**config.mk**
```make
export PLATFORM = sky130hd
export DESIGN_NAME = ring_fifo_with_watermark
export DESIGN_NICKNAME = d
export VERILOG_FILES = /design/src/hdl/rfw_pkg.sv /design/src/hdl/rfw_front.sv /design/src/hdl/rfw_back.sv /design/src/hdl/ring_fifo_with_watermark.sv
export SDC_FILE = /design/constraint.sdc
export NUM_CORES = 2
export LEC_CHECK = 0
export ABC_AREA = 1
export BUFFER_PORTS_ARGS = -buffer_cell sky130_fd_sc_hd__buf_2
export CAP_MARGIN = 25
export CORE_MARGIN = 5
export CORE_UTILIZATION = 36
export CTS_CLUSTER_SIZE = 28
export DETAILED_ROUTE_END_ITERATION = 10
export GPL_ROUTABILITY_DRIVEN = 0
export PLACE_DENSITY = 0.53
export SLEW_MARGIN = 0
export SYNTH_ARGS = -nofsm -noshare
export SYNTH_HDL_FRONTEND = slang
export SYNTH_SLANG_ARGS = --single-unit
```
**constraint.sdc**
```tcl
create_clock -name i_clk -period 12.45 [get_ports i_clk]
set_clock_uncertainty 0.1 [all_clocks]
set_input_delay 1.8675 -clock i_clk [delete_from_list [all_inputs] [get_ports i_clk]]
set_output_delay 1.8675 -clock i_clk [all_outputs]
set_load 0.01 [all_outputs]
```
**src/hdl/rfw_pkg.sv**
```systemverilog
`timescale 1ns / 1ps
`default_nettype none
// ----------------------------------------------------------------------------
// rfw_pkg
// Shared constants and types for the ring fifo with watermark block.
// ----------------------------------------------------------------------------
package rfw_pkg;

    // ring storage
    localparam int RING_SLOTS   = 64;
    localparam int DATA_WIDTH   = 32;
    localparam int MARKER_SLOTS = 2;
    localparam int PTR_W        = $clog2(RING_SLOTS);
    localparam int RING_W       = PTR_W + 1;

    // length register, occupancy and watermark fields
    localparam int LEN_W   = 6;
    localparam int CNT_W   = 6;
    localparam int STAT_W  = 2;
    localparam int LEN_CMP_W = (RING_W > LEN_W) ? RING_W : LEN_W + 1;
    localparam int LEN_MAX_I = RING_SLOTS - MARKER_SLOTS;
    localparam int LEN_RESET_I = (LEN_MAX_I > (2 ** LEN_W) - 1) ? (2 ** LEN_W) - 1 : LEN_MAX_I;
    localparam logic [LEN_CMP_W-1:0] LEN_MAX   = LEN_CMP_W'(LEN_MAX_I);
    localparam logic [LEN_W-1:0]     LEN_RESET = LEN_W'(LEN_RESET_I);

    // command queue between front and back
    localparam int CMDQ_DEPTH = 2;
    localparam int CMDQ_AW    = $clog2(CMDQ_DEPTH);
    localparam int CMDQ_CW    = CMDQ_AW + 1;

    typedef enum logic {
        OP_ENQ = 1'b0,
        OP_DEQ = 1'b1
    } t_op;

    typedef enum logic [STAT_W-1:0] {
        ST_OK    = 2'd0,
        ST_FULL  = 2'd1,
        ST_EMPTY = 2'd2
    } t_status;

    typedef struct packed {
        t_op                   op;
        logic [DATA_WIDTH-1:0] data;
    } t_cmd;

endpackage
`default_nettype wire

```
**src/hdl/rfw_front.sv**
```systemverilog
`timescale 1ns / 1ps
`default_nettype none
// ----------------------------------------------------------------------------
// rfw_front
// Accepts requests, decodes the action and buffers them in a short queue.
// ----------------------------------------------------------------------------
module rfw_front (
    input  wire logic                          i_clk,
    input  wire logic                          i_rst_n,
    input  wire logic                          i_in_valid,
    output logic                               o_in_ready,
    input  wire logic                          i_action,
    input  wire logic [rfw_pkg::DATA_WIDTH-1:0] i_data_word,
    output logic                               o_cmd_valid,
    input  wire logic                          i_cmd_ready,
    output rfw_pkg::t_cmd                      o_cmd
);

    rfw_pkg::t_cmd                    r_q [rfw_pkg::CMDQ_DEPTH];
    logic [rfw_pkg::CMDQ_AW-1:0]      r_wr_ptr;
    logic [rfw_pkg::CMDQ_AW-1:0]      r_rd_ptr;
    logic [rfw_pkg::CMDQ_CW-1:0]      r_count;
    logic                             push;
    logic                             pop;
    rfw_pkg::t_cmd                    dec_cmd;

    // decode the incoming request
    always_comb begin
        dec_cmd.op   = i_action ? rfw_pkg::OP_DEQ : rfw_pkg::OP_ENQ;
        dec_cmd.data = i_data_word;
    end

    assign o_in_ready  = (r_count != rfw_pkg::CMDQ_CW'(rfw_pkg::CMDQ_DEPTH));
    assign o_cmd_valid = (r_count != '0);
    assign o_cmd       = r_q[r_rd_ptr];
    assign push        = i_in_valid && o_in_ready;
    assign pop         = o_cmd_valid && i_cmd_ready;

    // queue pointers and fill count
    always_ff @(posedge i_clk) begin
        if (!i_rst_n) begin
            r_wr_ptr <= '0;
            r_rd_ptr <= '0;
            r_count  <= '0;
        end else begin
            if (push) begin
                r_wr_ptr <= r_wr_ptr + 1'b1;
            end
            if (pop) begin
                r_rd_ptr <= r_rd_ptr + 1'b1;
            end
            if (push && !pop) begin
                r_count <= r_count + 1'b1;
            end else if (pop && !push) begin
                r_count <= r_count - 1'b1;
            end
        end
    end

    // queue entries
    always_ff @(posedge i_clk) begin
        if (push) begin
            r_q[r_wr_ptr] <= dec_cmd;
        end
    end

endmodule
`default_nettype wire

```
**src/hdl/rfw_back.sv**
```systemverilog
`timescale 1ns / 1ps
`default_nettype none
// ----------------------------------------------------------------------------
// rfw_back
// Executes queued requests against the ring: pointers, counters, slot memory
// and the output register.
// ----------------------------------------------------------------------------
module rfw_back (
    input  wire logic                           i_clk,
    input  wire logic                           i_rst_n,
    input  wire logic                           i_cfg_we,
    input  wire logic [rfw_pkg::LEN_W-1:0]      i_cfg_data,
    input  wire logic                           i_cmd_valid,
    output logic                                o_cmd_ready,
    input  wire rfw_pkg::t_cmd                  i_cmd,
    output logic                                o_out_valid,
    input  wire logic                           i_out_ready,
    output logic [rfw_pkg::STAT_W-1:0]          o_status,
    output logic [rfw_pkg::DATA_WIDTH-1:0]      o_data_out,
    output logic [rfw_pkg::CNT_W-1:0]           o_used_count,
    output logic [rfw_pkg::CNT_W-1:0]           o_max_used
);

    // slot memory
    logic [rfw_pkg::DATA_WIDTH-1:0] mem [rfw_pkg::RING_SLOTS];
    logic [rfw_pkg::DATA_WIDTH-1:0] r_rd_data;

    // ring state
    logic [rfw_pkg::RING_W-1:0] r_ring_size;
    logic [rfw_pkg::PTR_W-1:0]  r_head;
    logic [rfw_pkg::PTR_W-1:0]  r_tail;
    logic [rfw_pkg::CNT_W-1:0]  r_occ;
    logic [rfw_pkg::CNT_W-1:0]  r_hw;

    // execute stage
    logic                       r_s1_valid;
    rfw_pkg::t_status           r_s1_status;
    logic                       r_s1_rd_ok;
    logic [rfw_pkg::CNT_W-1:0]  r_s1_occ;
    logic [rfw_pkg::CNT_W-1:0]  r_s1_hw;

    // output register
    logic                           r_out_valid;
    rfw_pkg::t_status               r_out_status;
    logic [rfw_pkg::DATA_WIDTH-1:0] r_out_data;
    logic [rfw_pkg::CNT_W-1:0]      r_out_occ;
    logic [rfw_pkg::CNT_W-1:0]      r_out_hw;

    logic                       pop;
    logic                       s1_adv;
    logic [rfw_pkg::RING_W-1:0] tail_inc;
    logic [rfw_pkg::RING_W-1:0] head_inc;
    logic [rfw_pkg::PTR_W-1:0]  tail_nxt;
    logic [rfw_pkg::PTR_W-1:0]  head_nxt;
    logic                       full;
    logic                       empty;
    logic                       wr_en;
    rfw_pkg::t_status           n_status;
    logic                       n_rd_ok;
    logic [rfw_pkg::CNT_W-1:0]  n_occ;
    logic [rfw_pkg::CNT_W-1:0]  n_hw;
    logic [rfw_pkg::LEN_CMP_W-1:0] cfg_len_w;
    logic [rfw_pkg::LEN_CMP_W-1:0] n_len;

    assign s1_adv      = r_s1_valid && (!r_out_valid || i_out_ready);
    assign o_cmd_ready = !r_s1_valid || s1_adv;
    assign pop         = i_cmd_valid && o_cmd_ready;

    // wrap the markers around the ring
    assign tail_inc = {1'b0, r_tail} + 1'b1;
    assign head_inc = {1'b0, r_head} + 1'b1;
    assign tail_nxt = (tail_inc >= r_ring_size) ? '0 : tail_inc[rfw_pkg::PTR_W-1:0];
    assign head_nxt = (head_inc >= r_ring_size) ? '0 : head_inc[rfw_pkg::PTR_W-1:0];
    assign full     = (tail_nxt == r_head);
    assign empty    = (head_nxt == r_tail);

    // classify the request and work out the new counters
    always_comb begin
        n_status = rfw_pkg::ST_OK;
        n_rd_ok  = 1'b0;
        n_occ    = r_occ;
        n_hw     = r_hw;
        wr_en    = 1'b0;
        unique case (i_cmd.op)
            rfw_pkg::OP_ENQ: begin
                if (full) begin
                    n_status = rfw_pkg::ST_FULL;
                end else begin
                    wr_en = pop;
                    n_occ = r_occ + 1'b1;
                    if (n_occ > r_hw) begin
                        n_hw = n_occ;
                    end
                end
            end
            rfw_pkg::OP_DEQ: begin
                if (empty) begin
                    n_status = rfw_pkg::ST_EMPTY;
                end else begin
                    n_rd_ok = 1'b1;
                    if (r_occ != '0) begin
                        n_occ = r_occ - 1'b1;
                    end
                end
            end
            default: begin
                n_status = rfw_pkg::ST_OK;
            end
        endcase
    end

    // length write: zero taken as one, saturate to the largest usable length
    assign cfg_len_w = rfw_pkg::LEN_CMP_W'(i_cfg_data);
    always_comb begin
        priority if (cfg_len_w == '0) begin
            n_len = rfw_pkg::LEN_CMP_W'(1);
        end else if (cfg_len_w > rfw_pkg::LEN_MAX) begin
            n_len = rfw_pkg::LEN_MAX;
        end else begin
            n_len = cfg_len_w;
        end
    end

    // ring state and pipeline control
    always_ff @(posedge i_clk) begin
        if (!i_rst_n) begin
            r_ring_size <= rfw_pkg::RING_W'(rfw_pkg::LEN_RESET) +
                           rfw_pkg::RING_W'(rfw_pkg::MARKER_SLOTS);
            r_head      <= '0;
            r_tail      <= rfw_pkg::PTR_W'(1);
            r_occ       <= '0;
            r_hw        <= '0;
            r_s1_valid  <= 1'b0;
            r_out_valid <= 1'b0;
        end else begin
            if (i_cfg_we) begin
                r_ring_size <= rfw_pkg::RING_W'(n_len) +
                               rfw_pkg::RING_W'(rfw_pkg::MARKER_SLOTS);
                r_head      <= '0;
                r_tail      <= rfw_pkg::PTR_W'(1);
                r_occ       <= '0;
                r_hw        <= '0;
            end else if (pop) begin
                if (wr_en) begin
                    r_tail <= tail_nxt;
                end
                if (n_rd_ok) begin
                    r_head <= head_nxt;
                end
                r_occ <= n_occ;
                r_hw  <= n_hw;
            end
            if (pop) begin
                r_s1_valid <= 1'b1;
            end else if (s1_adv) begin
                r_s1_valid <= 1'b0;
            end
            if (s1_adv) begin
                r_out_valid <= 1'b1;
            end else if (i_out_ready) begin
                r_out_valid <= 1'b0;
            end
        end
    end

    // slot memory write and registered read
    always_ff @(posedge i_clk) begin
        if (wr_en) begin
            mem[r_tail] <= i_cmd.data;
        end
        if (pop) begin
            r_rd_data <= mem[head_nxt];
        end
    end

    // execute stage and output payload
    always_ff @(posedge i_clk) begin
        if (pop) begin
            r_s1_status <= n_status;
            r_s1_rd_ok  <= n_rd_ok;
            r_s1_occ    <= n_occ;
            r_s1_hw     <= n_hw;
        end
        if (s1_adv) begin
            r_out_status <= r_s1_status;
            r_out_data   <= r_s1_rd_ok ? r_rd_data : '0;
            r_out_occ    <= r_s1_occ;
            r_out_hw     <= r_s1_hw;
        end
    end

    assign o_out_valid  = r_out_valid;
    assign o_status     = r_out_status;
    assign o_data_out   = r_out_data;
    assign o_used_count = r_out_occ;
    assign o_max_used   = r_out_hw;

endmodule
`default_nettype wire

```
**src/hdl/ring_fifo_with_watermark.sv**
```systemverilog
`timescale 1ns / 1ps
`default_nettype none
// ----------------------------------------------------------------------------
// ring_fifo_with_watermark
// Ring fifo of configurable length with occupancy and high-water reporting.
// ----------------------------------------------------------------------------
// usage
//   input channel: i_in_valid / o_in_ready carry one request, i_action selects
//   enqueue (0) or dequeue (1), i_data_word is the payload for an enqueue.
//   output channel: o_out_valid / i_out_ready carry one result per request:
//   o_status (ok, full, empty), o_data_out (dequeued word, zero otherwise),
//   o_used_count and o_max_used after the request.
//   config: pulse i_cfg_we with i_cfg_data = usable length (0 reads as 1,
//   large values saturate); this clears the pointers and both counters.
//   Write it only while no request is in flight.
//   path: a result passes through the request queue, the execute stage and the
//   output register, in that order, before it is presented.
//   throughput: one request per cycle unless i_out_ready stalls, set by the
//   execute stage, taking one queued request each cycle and updating the ring.
//   reset: length returns to its maximum, queue empty, watermark zero.
//   stall: a two-entry request queue and the execute and output registers
//   hold work while i_out_ready is low; o_in_ready drops once they are full.
// ----------------------------------------------------------------------------
module ring_fifo_with_watermark (
    input  wire logic                           i_clk,
    input  wire logic                           i_rst_n,
    input  wire logic                           i_cfg_we,
    input  wire logic [rfw_pkg::LEN_W-1:0]      i_cfg_data,
    input  wire logic                           i_in_valid,
    output logic                                o_in_ready,
    input  wire logic                           i_action,
    input  wire logic [rfw_pkg::DATA_WIDTH-1:0] i_data_word,
    output logic                                o_out_valid,
    input  wire logic                           i_out_ready,
    output logic [rfw_pkg::STAT_W-1:0]          o_status,
    output logic [rfw_pkg::DATA_WIDTH-1:0]      o_data_out,
    output logic [rfw_pkg::CNT_W-1:0]           o_used_count,
    output logic [rfw_pkg::CNT_W-1:0]           o_max_used
);

    logic          cmd_valid;
    logic          cmd_ready;
    rfw_pkg::t_cmd cmd;

    // request intake and queue
    rfw_front u_front (
        .i_clk       (i_clk),
        .i_rst_n     (i_rst_n),
        .i_in_valid  (i_in_valid),
        .o_in_ready  (o_in_ready),
        .i_action    (i_action),
        .i_data_word (i_data_word),
        .o_cmd_valid (cmd_valid),
        .i_cmd_ready (cmd_ready),
        .o_cmd       (cmd)
    );

    // ring execution
    rfw_back u_back (
        .i_clk        (i_clk),
        .i_rst_n      (i_rst_n),
        .i_cfg_we     (i_cfg_we),
        .i_cfg_data   (i_cfg_data),
        .i_cmd_valid  (cmd_valid),
        .o_cmd_ready  (cmd_ready),
        .i_cmd        (cmd),
        .o_out_valid  (o_out_valid),
        .i_out_ready  (i_out_ready),
        .o_status     (o_status),
        .o_data_out   (o_data_out),
        .o_used_count (o_used_count),
        .o_max_used   (o_max_used)
    );

endmodule
`default_nettype wire

```
# Word level (Yosys, flattened, before mapping)
# Memories as Yosys holds them, arrays and structs flattened. A register that Yosys moved wholly into a read port is not among the register bits.
# Cells that the tools add are included.
# totals
ram_bits,2114
memories,2
input_bits,44
reg_bits,98
out_inout_bits,48
elab_cells,89
# memory_table
name,words,width,rd,rd_clocked_by_memory_dff,wr,line_no,text
u_back.mem,64,32,1,1,1,rfw_back.sv:25,logic [rfw_pkg::DATA_WIDTH-1:0] mem [rfw_pkg::RING_SLOTS];
u_front.r_q,2,33,1,1,1,rfw_front.sv:19,rfw_pkg::t_cmd r_q [rfw_pkg::CMDQ_DEPTH];
# classes
bitwise,2
magnitude_cmp,4
addsub,9
n_reduce_logical,20
n_mux,31
n_eq_ne,3
# ops
operator,n
6-bit 2-to-1 mux,9
1-bit 2-to-1 mux,16
6-bit by 1-bit adder with 7-bit output (second input constant),2
7-bit >= comparator,2
6-bit == test,2
6-bit one-hot mux with 2 select lines,1
2-bit nonzero test,4
7-bit by 2-bit adder with 7-bit output (second input constant),1
7-bit zero test,1
7-bit 2-to-1 mux,1
6-bit by 1-bit adder with 6-bit output (second input constant),1
6-bit > comparator,1
6-bit > comparator (second input constant),1
2-bit 2-to-1 mux,3
6-bit nonzero test,1
6-bit by 1-bit subtractor with 6-bit output (second input constant),1
1-bit logical AND,5
1-bit zero test,4
2-bit one-hot mux with 2 select lines,1
2-bit AND reduction,2
1-bit adder (second input constant),2
2-bit by 1-bit adder with 2-bit output (second input constant),1
1-bit logical OR,2
2-bit != test (second input constant),1
other kinds (3),4

# Depth between registers and ports, before layout
# logic_depth
ltp_word,9
mapped_depth,23
ltp_nobuf,21

# Hierarchy
# A second synthesis with hierarchy kept.
# hier_totals
hier_cells,8421
hier_area_um2,95505.3
# modules_own_cells
module,instances,cells_per_inst,seq_area_each_um2,area_each_um2
rfw_back,1,8281,64952.3,92727.7
rfw_front,1,140,2082.0,2777.7

# Least setup slack after synthesis
# Ideal clock, no wire load.
# synth_path
path_kind,input-to-reg
startpoint,input port i_out_ready
endpoint,"memory u_back.mem[15][0] (netlist name), enable pin"
n_path_buf,1
arrival_ns,4.233
path_slack_ns,7.696
stages,8
cell_sequence,inv_1 -> nand3_1 -> o21ai_1 -> inv_2 -> nand3_4 -> or2_2 -> buf_2 -> nor2_1
# synth_between
elab_chain_cells,8
# synth_lines
element,line_no,text
start: declaration,ring_fifo_with_watermark.sv:34,"input wire logic i_out_ready,"
1-bit logical OR,rfw_back.sv:65,assign s1_adv = r_s1_valid && (!r_out_valid || i_out_ready);
1-bit logical AND,rfw_back.sv:65,
1-bit logical OR,rfw_back.sv:66,assign o_cmd_ready = !r_s1_valid || s1_adv;
1-bit logical AND,rfw_back.sv:67,assign pop = i_cmd_valid && o_cmd_ready;
1-bit 2-to-1 mux,rfw_back.sv:86,if (full) begin
1-bit 2-to-1 mux,rfw_back.sv:84,unique case (i_cmd.op)
1-bit 2-to-1 mux,rfw_back.sv:168,if (wr_en) begin
1-bit 2-to-1 mux (implied by the code),rfw_back.sv:169,mem[r_tail] <= i_cmd.data;
end: declaration,rfw_back.sv:25,
# No other way between the ends.

# Worst setup path after layout
# layout_path
startpoint,register u_back.r_head[0] (netlist name)
endpoint,"register u_back.r_rd_data[6] (netlist name), read port of u_back.mem (data pin)"
# layout_between
elab_chain_cells,3
# layout_lines
element,line_no,text
start: declaration,rfw_back.sv:30,logic [rfw_pkg::PTR_W-1:0] r_head;
start signal: assignment,rfw_back.sv:148,r_head <= head_nxt;
6-bit by 1-bit adder with 7-bit output *,rfw_back.sv:71,"assign head_inc = {1'b0, r_head} + 1'b1;"
7-bit >= comparator,rfw_back.sv:73,assign head_nxt = (head_inc >= r_ring_size) ? '0 : head_inc[rfw_pkg::PTR_W-1:0];
6-bit 2-to-1 mux *,rfw_back.sv:73,
end: declaration,rfw_back.sv:26,logic [rfw_pkg::DATA_WIDTH-1:0] r_rd_data;
# Mark *: on every way between the ends. The rest lies on a longest branch, timed or not.
# A chain may end at the register's enable or synchronous reset.

==> results <==
- The run finished with clean final reports.
- The fraction of registers with async set or reset after synthesis is 0.
- Hold repair after CTS inserted 0 buffers.
- The flip-flop and latch count after synthesis is 2,245.
- The number of buffers added by the clock tree synthesis step is 233.
- The number of detailed-routing iterations run before antenna repair is 6.
- The startpoint type of the worst setup path is a flip-flop.
- After the last flow step, the layout net total stands at 8,459.
- The routed length on met2 is 139,000 microns.
- The routed design uses 21,600 microns of met3 wire.
- By instance count, the cell type seen most on the critical path is sky130_fd_sc_hd__nand2_1.
- Traced cell by cell, the critical path runs through ha_1 -> nand2_1 -> inv_1 -> nand3_1 -> nand2_1 -> inv_1 -> ha_1 -> nand2_1 -> nand2_1 -> a21oi_4 -> buf_4 -> buf_12 -> nand3_4 -> inv_6 -> buf_4 -> nand3_1 -> nand3_1 -> nand3_1 -> nand2_1.
- The analysis attributes to cell leakage a power of 40.7 nW.
- The global-route usage over all layers is 0.208.
- The remaining antenna violation count after routing is 0.
- The standard-cell row count is 188.
- The worst min-delay path startpoint is u_back.r_s1_hw[3]$_DFFE_PP_.
- The area share of the largest cell type after synthesis is 0.696.
- The worst path meets setup with 5.74 ns of slack.
- By count the netlist is led by sky130_fd_sc_hd__edfxtp_1, sky130_fd_sc_hd__nand2_1, sky130_fd_sc_hd__nand3_1.
- The wire length on met1 is 128,000 microns.
- CTS placed an instance of sky130_fd_sc_hd__clkbuf_16 at the clock tree root.
- The number of cell instances on the worst register-to-register path is 19.
- The total power per unit cell area is 225 nW/um^2.
- In the finished design, the share of the clock period the worst path needs comes to 0.539.
- TritonCTS built the clock tree.
- The distinct cell type count after synthesis is 38.
- Input and output buffers added on the ports amount to 91.
- The count of mapped cells out of synthesis is 8,408.
- The first-pass GRT wire length is 428,000 microns.
- In this run the post-CTS setup repair buffer count came out at 0.
- The worst setup slack after placement is 5.78 ns.
- The total overflow left after global routing is 0.
- The worst max-slew margin expressed relative to the limit is 0.256.
- The number of nets in the synthesized netlist is 8,479.
- The wire length after detailed routing is 296,000 microns.
- The area enclosed by the die boundary is 275,000 sq um.
- The number of antenna violations at the first check in global routing was 9.
- In the routed design, unresolved DRC markers number 0.
- The setup slack of the worst register-to-register path is 5.74 ns.
- The clock period could shrink to 6.71 ns.
- The total power after layout is 24.1 mW.
- The area growth from synthesis to layout is 12.7%.
- The share of total power dissipated in the clock network is 0.278.
- The most used flip-flop cell after synthesis is sky130_fd_sc_hd__edfxtp_1.
- The core box area is 263,000 sq um.
- The number of gates resized after CTS is 0.
- Once layout is complete, the utilization of the core stands at 0.408.
- The clock slew at the register clock pins of the worst setup and hold paths is 0.06 ns.
- The detailed router placed 63,162 vias in this run.
- The sequential area share after synthesis is 0.704.
- After synthesis the cells add up to 95,300 sq um.
- The highest achievable clock rate is 0.149 GHz.
- The clock net in this run drives a total of 2,245 sinks.
- The count of final max-slew check failures came to 0.
- The worst supply voltage drop on vdd is 0.259 mV.
- Summed over all instances, the cell type with the most area after synthesis is sky130_fd_sc_hd__edfxtp_1.
- In this run, synthesis inferred 2,207 flip-flops with an integrated enable.
- Of the total power, the share spent switching nets is 0.377.
- The data arrival time of the critical path is 7.35 ns.
- The count of fill cells added during filler insertion is 24,855.
- The insertion delay to the later sink of the worst-skew pair is 0.90 ns.
- The deepest level of the CTS H-tree is 4.
- The setup path with the least slack is of type flip-flop to flip-flop.
- The initial utilization of the core area, before any placement, comes to 0.362.
- The most frequent cell after synthesis is sky130_fd_sc_hd__edfxtp_1.
- By area the synthesized netlist is led by sky130_fd_sc_hd__edfxtp_1, sky130_fd_sc_hd__nand3_1, sky130_fd_sc_hd__nand2_1.
- In the final layout, the share of cells above drive strength 1 is 0.0828.
- Of all nets on the critical path, the largest fanout is 94.
- The total negative setup slack is 0 ns.
- The number of global-route vias before repair is 59,328.
- During synthesis, Yosys emitted a total of 0 warnings.
- Setup repair after global routing left no endpoint under its margin.
- The worst register-to-register path begins at u_back.r_head[0]$_SDFFE_PP0P_.
- The via density per instance is 5.22.
- In this run the vertical extent of the chip is 524 microns.
- On the critical path, the stage with the largest delay is an instance of sky130_fd_sc_hd__inv_6.
- Counting instances, the worst hold path has a depth of 0.
- The internal power of the cells totals 15.0 mW.
- The required time of the critical path is 13.10 ns.
- Averaged over all synthesized cells, the footprint is 11.3 sq um.
- Of the total power, combinational logic draws 0.325.
- The number of hold-slack violations in the final timing report came to 0.
- The detailed-placement wirelength estimate is 155,000 microns.
- At the pin with the least slew margin, the transition time is 1.12 ns.
- STA classifies the critical path endpoint as a flip-flop.
- The kind of path behind the tightest hold check is flip-flop to flip-flop.
- After detailed routing, the average wire length per cell comes to 24.5 microns.
- The highest metal layer used by the detailed router is met5.
- The top-level I/O count is 92.
- Max-cap violations in this run came to 0.
- The floorplan step set the die width to 524 microns.
- Entering global routing, the biggest net connects 183 pins.
- In this run, the number of DRC markers left after iteration 0 of detailed routing was 6,909.
- The endpoint identified for the worst register-to-register timing path is u_back.r_rd_data[6]$_DFFE_PP_.
- The portion of total power attributed to sequential cells is 0.397.
- The switching power of the nets is 9.11 mW.
- The stage delay of the slowest cell on the critical path is 0.91 ns.
- The number of setup violations in the final report is 0.
- The capture endpoint of the worst hold path is u_back.o_max_used[3]$_DFFE_PP_.
- Counting along the longest clock path gives a buffer depth of 3.
==> worst max-delay path by stage <==
stage                                   from                             end  slack, ns
6_report       u_back.r_head[0]$_SDFFE_PP0P_   u_back.r_rd_data[6]$_DFFE_PP_       5.74
5_1_grt        u_back.r_head[0]$_SDFFE_PP0P_   u_back.r_rd_data[6]$_DFFE_PP_       5.53
4_1_cts        u_back.r_head[0]$_SDFFE_PP0P_  u_back.r_rd_data[17]$_DFFE_PP_       5.77
3_5_place_dp   u_back.r_head[0]$_SDFFE_PP0P_  u_back.r_rd_data[17]$_DFFE_PP_       5.78
3_3_place_gp   u_back.r_head[0]$_SDFFE_PP0P_  u_back.r_rd_data[17]$_DFFE_PP_       5.83
2_1_floorplan                    i_out_ready     u_back.mem[15][0]$_DFFE_PP_       7.70
==> power groups by stage <==
| stage | clock network, mW | registers [mW] | logic (mW) |
|---|---|---|---|
| 2_1_floorplan | 0 | 9.65 | 4.83 |
| 3_3_place_gp | 0 | 9.74 | 7.75 |
| 3_5_place_dp | 0 | 9.75 | 7.80 |
| 4_1_cts | 6.85 | 9.59 | 7.82 |
| 5_1_grt | 7.17 | 9.59 | 8.52 |
| 6_report | 6.72 | 9.58 | 7.84 |
==> state kept, by name, indices dropped and copies added (netlist names), named ones only <==
name                 count
u_front.r_q             66
u_back.r_head            6
u_back.r_tail            6
u_back.o_data_out       32
u_back.r_s1_status       2
u_back.r_ring_size       7
u_back.mem            2048
u_back.o_status          2
u_front.r_rd_ptr         1
u_back.r_s1_valid        1
u_back.r_hw              6
u_back.r_rd_data        32
u_back.r_s1_occ          6
u_front.r_wr_ptr         1
u_back.r_s1_hw           6
u_back.r_s1_rd_ok        1
u_back.r_occ             6
u_back.o_out_valid       1
u_front.r_count          2
u_back.o_used_count      6
u_back.o_max_used        6
==> metal layers <==
| metal | global-route usage | vias up |
|---|---|---|
| met3 | 0.0326 | 432 |
| met1 | 0.291 | 31353 |
| met4 | 0.0592 | 2 |
| met5 | 0 | - |
| met2 | 0.338 | 2533 |
| li1 | - | 28842 |
==> layout by cell type (no fill, tap or decap), types with 32 or more instances in the layout <==
cell type / netlist / layout
sky130_fd_sc_hd__nand3_1: 1387 / 1382
sky130_fd_sc_hd__buf_4: 1 / 148
sky130_fd_sc_hd__edfxtp_1: 2207 / 2207
sky130_fd_sc_hd__nand4_1: 225 / 225
sky130_fd_sc_hd__clkbuf_16: 0 / 235
sky130_fd_sc_hd__clkbuf_1: 219 / 58
sky130_fd_sc_hd__buf_2: 230 / 91
sky130_fd_sc_hd__mux2_2: 32 / 32
sky130_fd_sc_hd__nor2_1: 238 / 172
sky130_fd_sc_hd__nand2_1: 1802 / 1801
sky130_fd_sc_hd__dfxtp_1: 38 / 37
sky130_fd_sc_hd__inv_1: 1323 / 1320
sky130_fd_sc_hd__clkinv_1: 3 / 54
sky130_fd_sc_hd__clkinv_2: 0 / 33
sky130_fd_sc_hd__o21ai_0: 113 / 113
sky130_fd_sc_hd__nor2_4: 1 / 67
sky130_fd_sc_hd__o211ai_1: 417 / 417
==> kinds of logic (layout without fill, tap and decap cells) <==
| kind of cell | Yosys count | count (layout) | synth area share |
|---|---|---|---|
| other | 0 | 2 | 0 |
| AND/OR/NAND/NOR | 3676 | 3676 | 0.171 |
| XOR/XNOR | 8 | 8 | 0.000736 |
| buffers and inverters | 1848 | 2013 | 0.0760 |
| flip-flops | 2245 | 2245 | 0.704 |
| multiplexers | 32 | 32 | 0.00378 |
| AO/OA/AOI/OAI | 572 | 572 | 0.0414 |
| adder cells (fa/ha/maj) | 27 | 27 | 0.00355 |
==> metrics by stage <==
step | hold WS [ns] | instances | area, sq um
2_1_floorplan | 0.300 | 8408 | 95300
3_3_place_gp | 0.304 | 11659 | 99800
3_5_place_dp | 0.305 | 11663 | 99900
4_1_cts | 0.318 | 12083 | 107000
5_1_grt | 0.333 | 12089 | 107000
6_report | 0.317 | 12090 | 107000
==> critical path, delay by kind of cell (launching register included) <==
kind / cells / cell delay (ns)
adders and majority gates: 2 / 0.55
AOI/OAI and AO/OA: 1 / 0.16
and+or+nand+nor: 10 / 1.83
buffers and inverters: 6 / 3.11
DFF: 1 / 0.61
==> area by class of cell <==
cell class              instances  area, sq um  area share
clock buffers                 300         6180      0.0576
inverters                    1334         5050      0.0470
clock inverters               120         1090      0.0102
multi-input cells            4315        21600       0.201
flip-flops and latches       2245        67000       0.625
repair buffers                259         2010      0.0187
well taps                    3515         4400      0.0410
diodes                          2         5.00   0.0000466
Note: power is estimated with default switching activity, not from simulation.
